### src/rtl/core/bcd_pkg.sv
// Shared types, format codes and arithmetic helpers for the texture block decoder.
`default_nettype none
package bcd_pkg;

  // Block format codes held in the format register.
  localparam logic [1:0] FMT_BC1 = 2'd0;
  localparam logic [1:0] FMT_BC2 = 2'd1;
  localparam logic [1:0] FMT_BC3 = 2'd2;

  // Endpoints widened and the palette numerators, before the divisions.
  typedef struct packed {
    logic [1:0]        fmt;
    logic              three;   // BC1 three-colour mode
    logic              seven;   // eight-entry alpha palette
    logic [2:0][7:0]   c0;      // red, green, blue of endpoint 0
    logic [2:0][7:0]   c1;
    logic [2:0][9:0]   s2;      // numerator of colour entry 2
    logic [2:0][9:0]   s3;      // numerator of colour entry 3
    logic [7:0]        a0;
    logic [7:0]        a1;
    logic [5:0][10:0]  asum;    // numerators of alpha entries 2..7
    logic [63:0]       ah;
    logic [31:0]       idx;
  } sum_t;

  // Finished palettes plus the per-pixel selectors.
  typedef struct packed {
    logic [1:0]        fmt;
    logic [3:0][31:0]  pal;
    logic [7:0][7:0]   apal;
    logic [63:0]       ah;
    logic [31:0]       idx;
  } pal_t;

  // RGB565 to three 8-bit channels by bit replication.
  function automatic logic [2:0][7:0] widen565(input logic [15:0] v);
    logic [4:0] r;
    logic [5:0] g;
    logic [4:0] b;
    logic [2:0][7:0] ch;
    r = v[15:11];
    g = v[10:5];
    b = v[4:0];
    ch[0] = {r, r[4:2]};
    ch[1] = {g, g[5:4]};
    ch[2] = {b, b[4:2]};
    return ch;
  endfunction

  // Division by three through a reciprocal, exact for x below 768.
  function automatic logic [7:0] div3(input logic [9:0] x);
    logic [20:0] p;
    p = 21'(x) * 21'd683;
    return p[18:11];
  endfunction

  // Division by five, exact for x up to 1275.
  function automatic logic [7:0] div5(input logic [10:0] x);
    logic [22:0] p;
    p = 23'(x) * 23'd3277;
    return p[21:14];
  endfunction

  // Division by seven, exact for x up to 1785.
  function automatic logic [7:0] div7(input logic [10:0] x);
    logic [22:0] p;
    p = 23'(x) * 23'd2341;
    return p[21:14];
  endfunction

endpackage
`default_nettype wire

### src/rtl/core/bc_texture_block_decoder.sv
// Top level of the BC1/BC2/BC3 texture block decoder.
// A block's first row passes the sum, palette, block and row output registers.
// The four rows follow on consecutive cycles when the output is not stalled.
// Rows leave one per cycle unless stalled; the next block enters as row 3 is sent.
// Reset (rst, synchronous) empties the pipeline and sets the block format to BC1.
`default_nettype none
module bc_texture_block_decoder (
  input  wire logic         clk,
  input  wire logic         rst,
  // Format register write channel.
  input  wire logic         cfg_valid,
  output logic              cfg_ready,
  input  wire logic [1:0]   block_format,
  // Compressed block input channel.
  input  wire logic         in_valid,
  output logic              in_ready,
  input  wire logic [63:0]  alpha_half,
  input  wire logic [63:0]  colour_half,
  // Decoded row output channel.
  output logic              out_valid,
  input  wire logic         out_ready,
  output logic [1:0]        row_number,
  output logic [31:0]       texel_zero,
  output logic [31:0]       texel_one,
  output logic [31:0]       texel_two,
  output logic [31:0]       texel_three,
  output logic              final_row
);

  // The format register takes a write in every cycle. The format travels with
  // each block down the pipeline, captured when its input transaction occurs.
  logic [1:0] fmt;

  assign cfg_ready = 1'b1;

  always_ff @(posedge clk) begin
    if (rst) begin
      fmt <= bcd_pkg::FMT_BC1;
    end else if (cfg_valid) begin
      fmt <= block_format;
    end
  end

  // Stage one widens the endpoints and forms the palette numerators; stage two
  // divides them by the constants; the emitter buffers a block and sends rows.
  // Each stage accepts whenever its register is empty or draining, so a stall
  // on the output backs up through the stages without losing a transaction.
  logic          s1_valid;
  logic          s1_ready;
  bcd_pkg::sum_t s1_data;
  logic          s2_valid;
  logic          s2_ready;
  bcd_pkg::pal_t s2_data;

  bcd_sum_stage u_sum (
    .clk         (clk),
    .rst         (rst),
    .in_valid    (in_valid),
    .in_ready    (in_ready),
    .alpha_half  (alpha_half),
    .colour_half (colour_half),
    .fmt         (fmt),
    .out_valid   (s1_valid),
    .out_ready   (s1_ready),
    .out_data    (s1_data)
  );

  bcd_palette_stage u_palette (
    .clk       (clk),
    .rst       (rst),
    .in_valid  (s1_valid),
    .in_ready  (s1_ready),
    .in_data   (s1_data),
    .out_valid (s2_valid),
    .out_ready (s2_ready),
    .out_data  (s2_data)
  );

  bcd_row_emitter u_rows (
    .clk         (clk),
    .rst         (rst),
    .in_valid    (s2_valid),
    .in_ready    (s2_ready),
    .in_data     (s2_data),
    .out_valid   (out_valid),
    .out_ready   (out_ready),
    .row_number  (row_number),
    .texel_zero  (texel_zero),
    .texel_one   (texel_one),
    .texel_two   (texel_two),
    .texel_three (texel_three),
    .final_row   (final_row)
  );

endmodule
`default_nettype wire

### src/rtl/core/bcd_sum_stage.sv
// First pipeline stage: endpoint widening, mode decisions and palette numerators.
`default_nettype none
module bcd_sum_stage (
  input  wire logic         clk,
  input  wire logic         rst,
  input  wire logic         in_valid,
  output logic              in_ready,
  input  wire logic [63:0]  alpha_half,
  input  wire logic [63:0]  colour_half,
  input  wire logic [1:0]   fmt,
  output logic              out_valid,
  input  wire logic         out_ready,
  output bcd_pkg::sum_t     out_data
);

  bcd_pkg::sum_t data_next;
  logic [2:0] wa [6];
  logic [2:0] wb [6];

  always_comb begin
    data_next.fmt   = fmt;
    data_next.c0    = bcd_pkg::widen565(colour_half[15:0]);
    data_next.c1    = bcd_pkg::widen565(colour_half[31:16]);
    data_next.three = (fmt != bcd_pkg::FMT_BC2) && (fmt != bcd_pkg::FMT_BC3) &&
                      (colour_half[15:0] <= colour_half[31:16]);
    for (int k = 0; k < 3; k++) begin
      if (data_next.three) begin
        data_next.s2[k] = 10'(data_next.c0[k]) + 10'(data_next.c1[k]);
      end else begin
        data_next.s2[k] = {1'b0, data_next.c0[k], 1'b0} + 10'(data_next.c1[k]);
      end
      data_next.s3[k] = 10'(data_next.c0[k]) + {1'b0, data_next.c1[k], 1'b0};
    end
    data_next.a0    = alpha_half[7:0];
    data_next.a1    = alpha_half[15:8];
    data_next.seven = alpha_half[7:0] > alpha_half[15:8];
    for (int j = 0; j < 6; j++) begin
      wb[j] = 3'(j + 1);
      if (data_next.seven) begin
        wa[j] = 3'(6 - j);
      end else if (j < 4) begin
        wa[j] = 3'(4 - j);
      end else begin
        wa[j] = 3'd0;
      end
      data_next.asum[j] = 11'(11'(data_next.a0) * 11'(wa[j])) +
                          11'(11'(data_next.a1) * 11'(wb[j]));
    end
    data_next.ah  = alpha_half;
    data_next.idx = colour_half[63:32];
  end

  assign in_ready = !out_valid || out_ready;

  always_ff @(posedge clk) begin
    if (rst) begin
      out_valid <= 1'b0;
    end else if (in_ready) begin
      out_valid <= in_valid;
    end
  end

  always_ff @(posedge clk) begin
    if (in_ready && in_valid) begin
      out_data <= data_next;
    end
  end

endmodule
`default_nettype wire

### src/rtl/core/bcd_palette_stage.sv
// Second pipeline stage: constant divisions that finish the colour and alpha palettes.
`default_nettype none
module bcd_palette_stage (
  input  wire logic          clk,
  input  wire logic          rst,
  input  wire logic          in_valid,
  output logic               in_ready,
  input  wire bcd_pkg::sum_t in_data,
  output logic               out_valid,
  input  wire logic          out_ready,
  output bcd_pkg::pal_t      out_data
);

  bcd_pkg::pal_t data_next;
  logic [2:0][7:0] m2;
  logic [2:0][7:0] m3;

  always_comb begin
    for (int k = 0; k < 3; k++) begin
      if (in_data.three) begin
        m2[k] = in_data.s2[k][8:1];
        m3[k] = 8'd0;
      end else begin
        m2[k] = bcd_pkg::div3(in_data.s2[k]);
        m3[k] = bcd_pkg::div3(in_data.s3[k]);
      end
    end
    data_next.fmt    = in_data.fmt;
    data_next.pal[0] = {8'hff, in_data.c0[2], in_data.c0[1], in_data.c0[0]};
    data_next.pal[1] = {8'hff, in_data.c1[2], in_data.c1[1], in_data.c1[0]};
    data_next.pal[2] = {8'hff, m2[2], m2[1], m2[0]};
    data_next.pal[3] = {(in_data.three ? 8'h00 : 8'hff), m3[2], m3[1], m3[0]};
    data_next.apal[0] = in_data.a0;
    data_next.apal[1] = in_data.a1;
    for (int j = 0; j < 6; j++) begin
      if (in_data.seven) begin
        data_next.apal[j + 2] = bcd_pkg::div7(in_data.asum[j]);
      end else if (j < 4) begin
        data_next.apal[j + 2] = bcd_pkg::div5(in_data.asum[j]);
      end else if (j == 4) begin
        data_next.apal[j + 2] = 8'd0;
      end else begin
        data_next.apal[j + 2] = 8'd255;
      end
    end
    data_next.ah  = in_data.ah;
    data_next.idx = in_data.idx;
  end

  assign in_ready = !out_valid || out_ready;

  always_ff @(posedge clk) begin
    if (rst) begin
      out_valid <= 1'b0;
    end else if (in_ready) begin
      out_valid <= in_valid;
    end
  end

  always_ff @(posedge clk) begin
    if (in_ready && in_valid) begin
      out_data <= data_next;
    end
  end

endmodule
`default_nettype wire

### src/rtl/core/bcd_row_emitter.sv
// Final stage: holds one decoded block and sends it out as four pixel rows.
`default_nettype none
module bcd_row_emitter (
  input  wire logic          clk,
  input  wire logic          rst,
  input  wire logic          in_valid,
  output logic               in_ready,
  input  wire bcd_pkg::pal_t in_data,
  output logic               out_valid,
  input  wire logic          out_ready,
  output logic [1:0]         row_number,
  output logic [31:0]        texel_zero,
  output logic [31:0]        texel_one,
  output logic [31:0]        texel_two,
  output logic [31:0]        texel_three,
  output logic               final_row
);

  bcd_pkg::pal_t blk;
  logic          blk_valid;
  logic [1:0]    row;
  logic          emit;
  logic [7:0]    row_idx;
  logic [15:0]   row_a3;
  logic [11:0]   row_a5;
  logic [1:0]    ci   [4];
  logic [2:0]    ai   [4];
  logic [3:0]    nib  [4];
  logic [31:0]   px   [4];

  assign emit     = blk_valid && (!out_valid || out_ready);
  assign in_ready = !blk_valid || (emit && (row == 2'd3));

  always_comb begin
    row_idx = blk.idx[{row, 3'b000} +: 8];
    row_a3  = blk.ah[{row, 4'b0000} +: 16];
    row_a5  = blk.ah[6'd16 + 6'(row) * 6'd12 +: 12];
    for (int c = 0; c < 4; c++) begin
      ci[c]  = row_idx[2 * c +: 2];
      nib[c] = row_a3[4 * c +: 4];
      ai[c]  = row_a5[3 * c +: 3];
      px[c]  = blk.pal[ci[c]];
      if (blk.fmt == bcd_pkg::FMT_BC2) begin
        px[c][31:24] = {nib[c], nib[c]};
      end else if (blk.fmt == bcd_pkg::FMT_BC3) begin
        px[c][31:24] = blk.apal[ai[c]];
      end
    end
  end

  always_ff @(posedge clk) begin
    if (rst) begin
      blk_valid <= 1'b0;
      row       <= 2'd0;
      out_valid <= 1'b0;
    end else begin
      if (in_ready) begin
        blk_valid <= in_valid;
      end
      if (emit) begin
        row       <= row + 2'd1;
        out_valid <= 1'b1;
      end else if (out_ready) begin
        out_valid <= 1'b0;
      end
    end
  end

  always_ff @(posedge clk) begin
    if (in_ready && in_valid) begin
      blk <= in_data;
    end
    if (emit) begin
      row_number  <= row;
      texel_zero  <= px[0];
      texel_one   <= px[1];
      texel_two   <= px[2];
      texel_three <= px[3];
      final_row   <= (row == 2'd3);
    end
  end

endmodule
`default_nettype wire
### config.mk
export PLATFORM = sky130hd
export DESIGN_NAME = bc_texture_block_decoder
export DESIGN_NICKNAME = d
export VERILOG_FILES = /design/src/rtl/core/bcd_pkg.sv /design/src/rtl/core/bc_texture_block_decoder.sv /design/src/rtl/core/bcd_sum_stage.sv /design/src/rtl/core/bcd_palette_stage.sv /design/src/rtl/core/bcd_row_emitter.sv
export SDC_FILE = /design/constraint.sdc
export NUM_CORES = 2
export LEC_CHECK = 0
export BUFFER_PORTS_ARGS = -buffer_cell sky130_fd_sc_hd__buf_2
export CORE_ASPECT_RATIO = 0.9
export CORE_UTILIZATION = 55
export DETAILED_ROUTE_END_ITERATION = 8
export GPL_ROUTABILITY_DRIVEN = 0
export PLACE_DENSITY = 0.87
export SKIP_CTS_REPAIR_TIMING = 1
export SYNTH_ARGS = -nofsm -noshare
export SYNTH_HDL_FRONTEND = slang
export SYNTH_SLANG_ARGS = --single-unit
### constraint.sdc
create_clock -name clk -period 20.9 [get_ports clk]
set_clock_uncertainty 0.2 [all_clocks]
set_input_delay 4.18 -clock clk [delete_from_list [all_inputs] [get_ports clk]]
set_output_delay 4.18 -clock clk [all_outputs]
set_load 0.02 [all_outputs]
-- After elaboration in Yosys (flattened, before gate mapping)
Cells that the tools add are included.
- mux-type cells: 43
- add/subtract/negate cells: 17
- shifts and indexed selects: 3
- magnitude comparators: 10
- multiply operators: 26
- reductions and logical operators: 16
- eq/ne operators: 5
- operator list (kind ; count):
    $bmux W32 S2 ; 4
    $mul A11 B12 Y22 const B ; 10
    $mux W8 ; 20
    $mux W32 ; 4
    $mul A10 B10 Y19 const B ; 6
    $bmux W8 S3 ; 4
    $shiftx A64 B7 Y12 ; 1
    $shiftx A64 B7 Y16 ; 1
    $mul A8 B3 Y11 ; 3
    $shiftx A32 B6 Y8 ; 1
    $add A8 B9 Y10 ; 3
    $add A9 B8 Y10 ; 3
    $mux W10 ; 3
    $add A8 B8 Y9 ; 3
    $add A11 B10 Y11 ; 2
    $add A11 B11 Y11 ; 2
    $mul A8 B2 Y10 ; 2
    $mul A8 B2 Y10 const B ; 2
    $le A16 B16 Y1 ; 1
    $lt A3 B4 Y1 const B ; 4
    $lt A2 B3 Y1 const B ; 4
    $add A11 B8 Y11 ; 1
    $add A11 B9 Y11 ; 1
    $mul A8 B3 Y11 const B ; 1
    16 further kinds ; 34
- input bits: 135
- register bits: 961
- output and inout port bits: 134

-- Depth between registers and ports, before layout
- depth in word-level cells: 8
- gate-level depth with buffers: 25

-- Hierarchy
Synthesis repeated with hierarchy kept, for this count alone.
- cell total of the unflattened synthesis: 5688
- area total of the unflattened synthesis: 71404.7 sq um
- by module, submodules not included (module ; cells each ; seq. area each (sq um) ; times used ; area each (sq um)):
    bcd_palette_stage ; 3341 ; 7797.5 ; 1 ; 35663.0
    bcd_row_emitter ; 1210 ; 12722.2 ; 1 ; 21109.0
    bcd_sum_stage ; 1129 ; 7497.2 ; 1 ; 14554.0
    bc_texture_block_decoder ; 8 ; 40.0 ; 1 ; 78.8

-- Worst setup path before layout
OpenSTA, ideal clock, no wires.
- path kind: in2reg
- start point: in out_ready
- end point: reg u_palette.out_data[0] (netlist bit), enable pin
- cell stages on the path: 3
- path slack: -1.251 ns
- library setup time: 1.160 ns
- data required time: 19.540 ns
- arrival: 20.791 ns
- cells stage by stage: nand2b_1 -> a21oi_1 -> a21boi_0
- longest elaborated chain between the ends: 6
- RTL lines (element ; line ; source):
    start: declaration ; bc_texture_block_decoder.sv:21 ; input wire logic out_ready,
    $logic_or A1 B1 Y1 ; bcd_row_emitter.sv:31 ; assign emit = blk_valid && (!out_valid || out_ready);
    $logic_and A1 B1 Y1 ; bcd_row_emitter.sv:31 ;
    $logic_and A1 B1 Y1 ; bcd_row_emitter.sv:32 ; assign in_ready = !blk_valid || (emit && (row == 2'd3));
    $logic_or A1 B1 Y1 ; bcd_row_emitter.sv:32 ;
    $logic_or A1 B1 Y1 ; bcd_palette_stage.sv:50 ; assign in_ready = !out_valid || out_ready;
    $logic_and A1 B1 Y1 ; bcd_palette_stage.sv:61 ; if (in_ready && in_valid) begin
    end signal: assignment ; bcd_palette_stage.sv:62 ; out_data <= data_next;
    end: declaration ; bcd_palette_stage.sv:11 ; output bcd_pkg::pal_t out_data
Every way passes these cells.
A chain may end at the register's enable or synchronous reset.

-- Final worst setup path
- start point: in out_ready
- end point: out in_ready
- longest elaborated chain between the ends: 6
- RTL lines (element ; line ; source):
    $logic_or A1 B1 Y1 ; bcd_row_emitter.sv:31 ;
    $logic_and A1 B1 Y1 ; bcd_row_emitter.sv:31 ;
    $logic_and A1 B1 Y1 ; bcd_row_emitter.sv:32 ;
    $logic_or A1 B1 Y1 ; bcd_row_emitter.sv:32 ;
    $logic_or A1 B1 Y1 ; bcd_palette_stage.sv:50 ;
    $logic_or A1 B1 Y1 ; bcd_sum_stage.sv:53 ; assign in_ready = !out_valid || out_ready;
    end: declaration ; bc_texture_block_decoder.sv:16 ; output logic in_ready,
Every way passes these cells.

==> run_results.csv <==
group,metric,value,unit
placement,numPortBuffers,267,
finish,instances_no_fill,7336,
setup_path,reg2reg_depth,18,
routing,dr.first_iter.drc_count,4010,
synth,synth_edf_count,834,
finish,register_area,25200,um2
floorplan,die-area,121000,um2
placement,dp.cells,7176,
sta,setup_violations,0,
floorplan,num_io_pins,269,
setup_path,cpMaxStageDelayCell,"a21oi_1",
outcome,violations,"DRC",
floorplan,floorplan.initialDensity,55.4,%
sta,max_slew_margin,18.7,%
synth,async_reset_ff_share,0,%
synth,avgSynthCellArea,12.2,um2
cts,htree_levels,3,
sta,rsz0062_at_grt,"false",
setup_path,crit_chain,"buf_2 -> nand2b_1 -> a21oi_1 -> nand3_1 -> buf_2",
finish,area_delta_synth_final,9.10,%
setup_path,crit_required,16.52,ns
sta,hold_viol_final,0,
setup_path,startpoint_type,"input pin",
synth,synth_common_cells,"ha_1 (1138), inv_1 (968), edfxtp_1 (834)",
synth,yosys_warnings,0,
cts,cts-root-buf,"clkbuf_16",
cts,cts.clk_slew.worst_paths,0.07,ns
sta,finalSetupTns,0,ns
placement,post-place-ws,10.79,ns
cts,cts_tree,"done",
setup_path,cp_max_fo,6,
synth,ys_seq_elements,842,
routing,drtAntennaViolNets,0,
cts,cts.sinks,842,
floorplan,rows,120,
setup_path,cp_top_family,"compound AO/OA/AOI/OAI gates",
synth,synth_cells,5403,
finish,fill_cells,8555,
global_routing,grtUsageTotal,26.1,%
flow_run,cap_violations,0,
floorplan,core,119000,um2
global_routing,grt_pass1_wl,247000,um
setup_path,cp_common_cell,"buf_2",
synth,synth_top_area_share,38.0,%
synth,synth.distinct_cells,77,
synth,synth.area.top_cells,"edfxtp_1 (38%), ha_1 (22%), fa_1 (12%)",
placement,dp_hpwl,118000,um
sta,maxSlewViolCount,0,
synth,synth_most_common_cell,"ha_1",
outcome,outcome,"finished, violations left",
routing,via_per_inst,5.95,
setup_path,cp.arrival,5.63,ns
global_routing,antenna_found_initial,12,
synth,ys_seq_area_share,38.2,%
routing,route.met2.wl,74900,um
cts,cts_buffers,85,
synth,syn-num-nets,7056,
routing,drc,2,
setup_path,critPathMaxStageDelay,0.74,ns
finish,final_nets,7330,
sta,fin_crit_sh,47.9,%
worst_hold_path,min_path_type,"reg -> reg",
setup_path,crit_type,"in -> out",
routing,vias,43600,
synth,ys.flop_type,"edfxtp_1",
routing,top_layer_used,"met5",
setup_path,worst-path-buf-inv,2,
sta,period_needed,10.01,ns
routing,met1_length,63100,um
synth,synth_area,65900,um2
cts,clk_latency,0.69,ns
synth,synth_top_area_cell,"edfxtp_1",
routing,wl_met3,14500,um
finish,multi_input_area,36500,um2
routing,wl_per_cell,21.6,um
sta,fmax,99.9,MHz
cts,cts_buffer_depth,3,
floorplan,die_width,367,um
setup_path,crit_path_end_kind,"output pin",
floorplan,die_h,330,um
global_routing,grt_max_degree,87,
worst_hold_path,min_path_cells,0,
routing,dr.pass1.iters,8,
sta,final.setup.worst_slack,10.89,ns
sta,tightest_slew,1.22,ns
setup_path,cp_num_cells,5,
routing,wirelength,158000,um
global_routing,grt_pass1_vias,45200,
global_routing,grt_overflow,0,
finish,drive_above_1_share,9.89,%
[area by class of cell]
| cell class | instances | area share (%) |
|---|---|---|
| Antenna cell | 6 | 0.0209 |
| Clock buffer | 96 | 3.10 |
| Clock inverter | 58 | 1.02 |
| Inverter | 969 | 5.06 |
| Multi-Input combinational cell | 3482 | 50.8 |
| Sequential cell | 842 | 35.1 |
| Tap cell | 1586 | 2.76 |
| Timing Repair Buffer | 297 | 2.17 |
[stage by stage]
step / util, % / hold slack (ns) / area (um2)
2_1_floorplan: - / 0.200 / 65900
3_3_place_gp: 58.0 / 0.200 / 68900
3_5_place_dp: 58.0 / 0.205 / 68900
4_1_cts: 60.5 / 0.183 / 71900
5_1_grt: 60.5 / 0.194 / 71900
6_report: 60.5 / 0.189 / 71900
[state kept, by name (all words and copies together) (netlist names)]
signal / count
u_rows.texel_three: 32
u_palette.out_valid: 1
u_sum.out_valid: 1
u_rows.row_number: 2
u_sum.out_data: 249
u_palette.out_data: 227
u_rows.texel_two: 32
u_rows.final_row: 1
fmt: 2
u_rows.texel_zero: 32
u_rows.out_valid: 1
u_rows.blk_valid: 1
u_rows.blk: 227
u_rows.row: 2
u_rows.texel_one: 32
[cell usage in the layout (no fill, tap or decap), types with 55 or more instances in the layout]
| cell | count |
|---|---|
| ha_1 | 1137 |
| inv_1 | 968 |
| edfxtp_1 | 834 |
| fa_1 | 380 |
| buf_2 | 267 |
| a21oi_1 | 266 |
| mux2i_1 | 231 |
| xnor2_1 | 174 |
| nand2_1 | 162 |
| nor2_1 | 154 |
| o21ai_0 | 123 |
| mux4_2 | 97 |
| clkbuf_16 | 88 |
| xor2_1 | 76 |
| a211oi_1 | 68 |
| a21o_1 | 60 |
| nor3_1 | 55 |
[worst register-to-register path, delay by kind of cell, from the launching register on]
kind / cells / cell delay, ns
compound gates: 8 / 1.70
fa+ha+maj: 6 / 2.69
buf+inv: 4 / 0.44
flops: 1 / 0.67
[final timing paths]
path | to | slack (ns) | start
hold / removal | u_palette.out_data[171] | 0.19 | u_sum.out_data[273]
setup / recovery | in_ready | 10.89 | out_ready
hold reg to reg | u_palette.out_data[171] | 0.19 | u_sum.out_data[273]
setup reg to reg | u_palette.out_data[127] | 14.93 | u_sum.out_data[110]
[per-layer routing]
metal | GRT usage, % | up-vias
li1 | - | 19700
met5 | 0 | -
met4 | 9.47 | 6
met1 | 34.2 | 21300
met3 | 4.80 | 441
met2 | 43.4 | 2212
[logic make-up after synthesis]
kind of cell | synth area share, %
AND/OR/NAND/NOR | 4.34
buffers and inverters | 6.39
other | 0.0114
AO/OA/AOI/OAI | 7.41
flip-flops | 38.2
adder cells (fa/ha/maj) | 33.2
multiplexers | 7.10
XOR/XNOR | 3.32
Power is left out: the tool's default activity adds up to more than one toggle a clock period on the data nets, which glitch-free logic cannot reach.
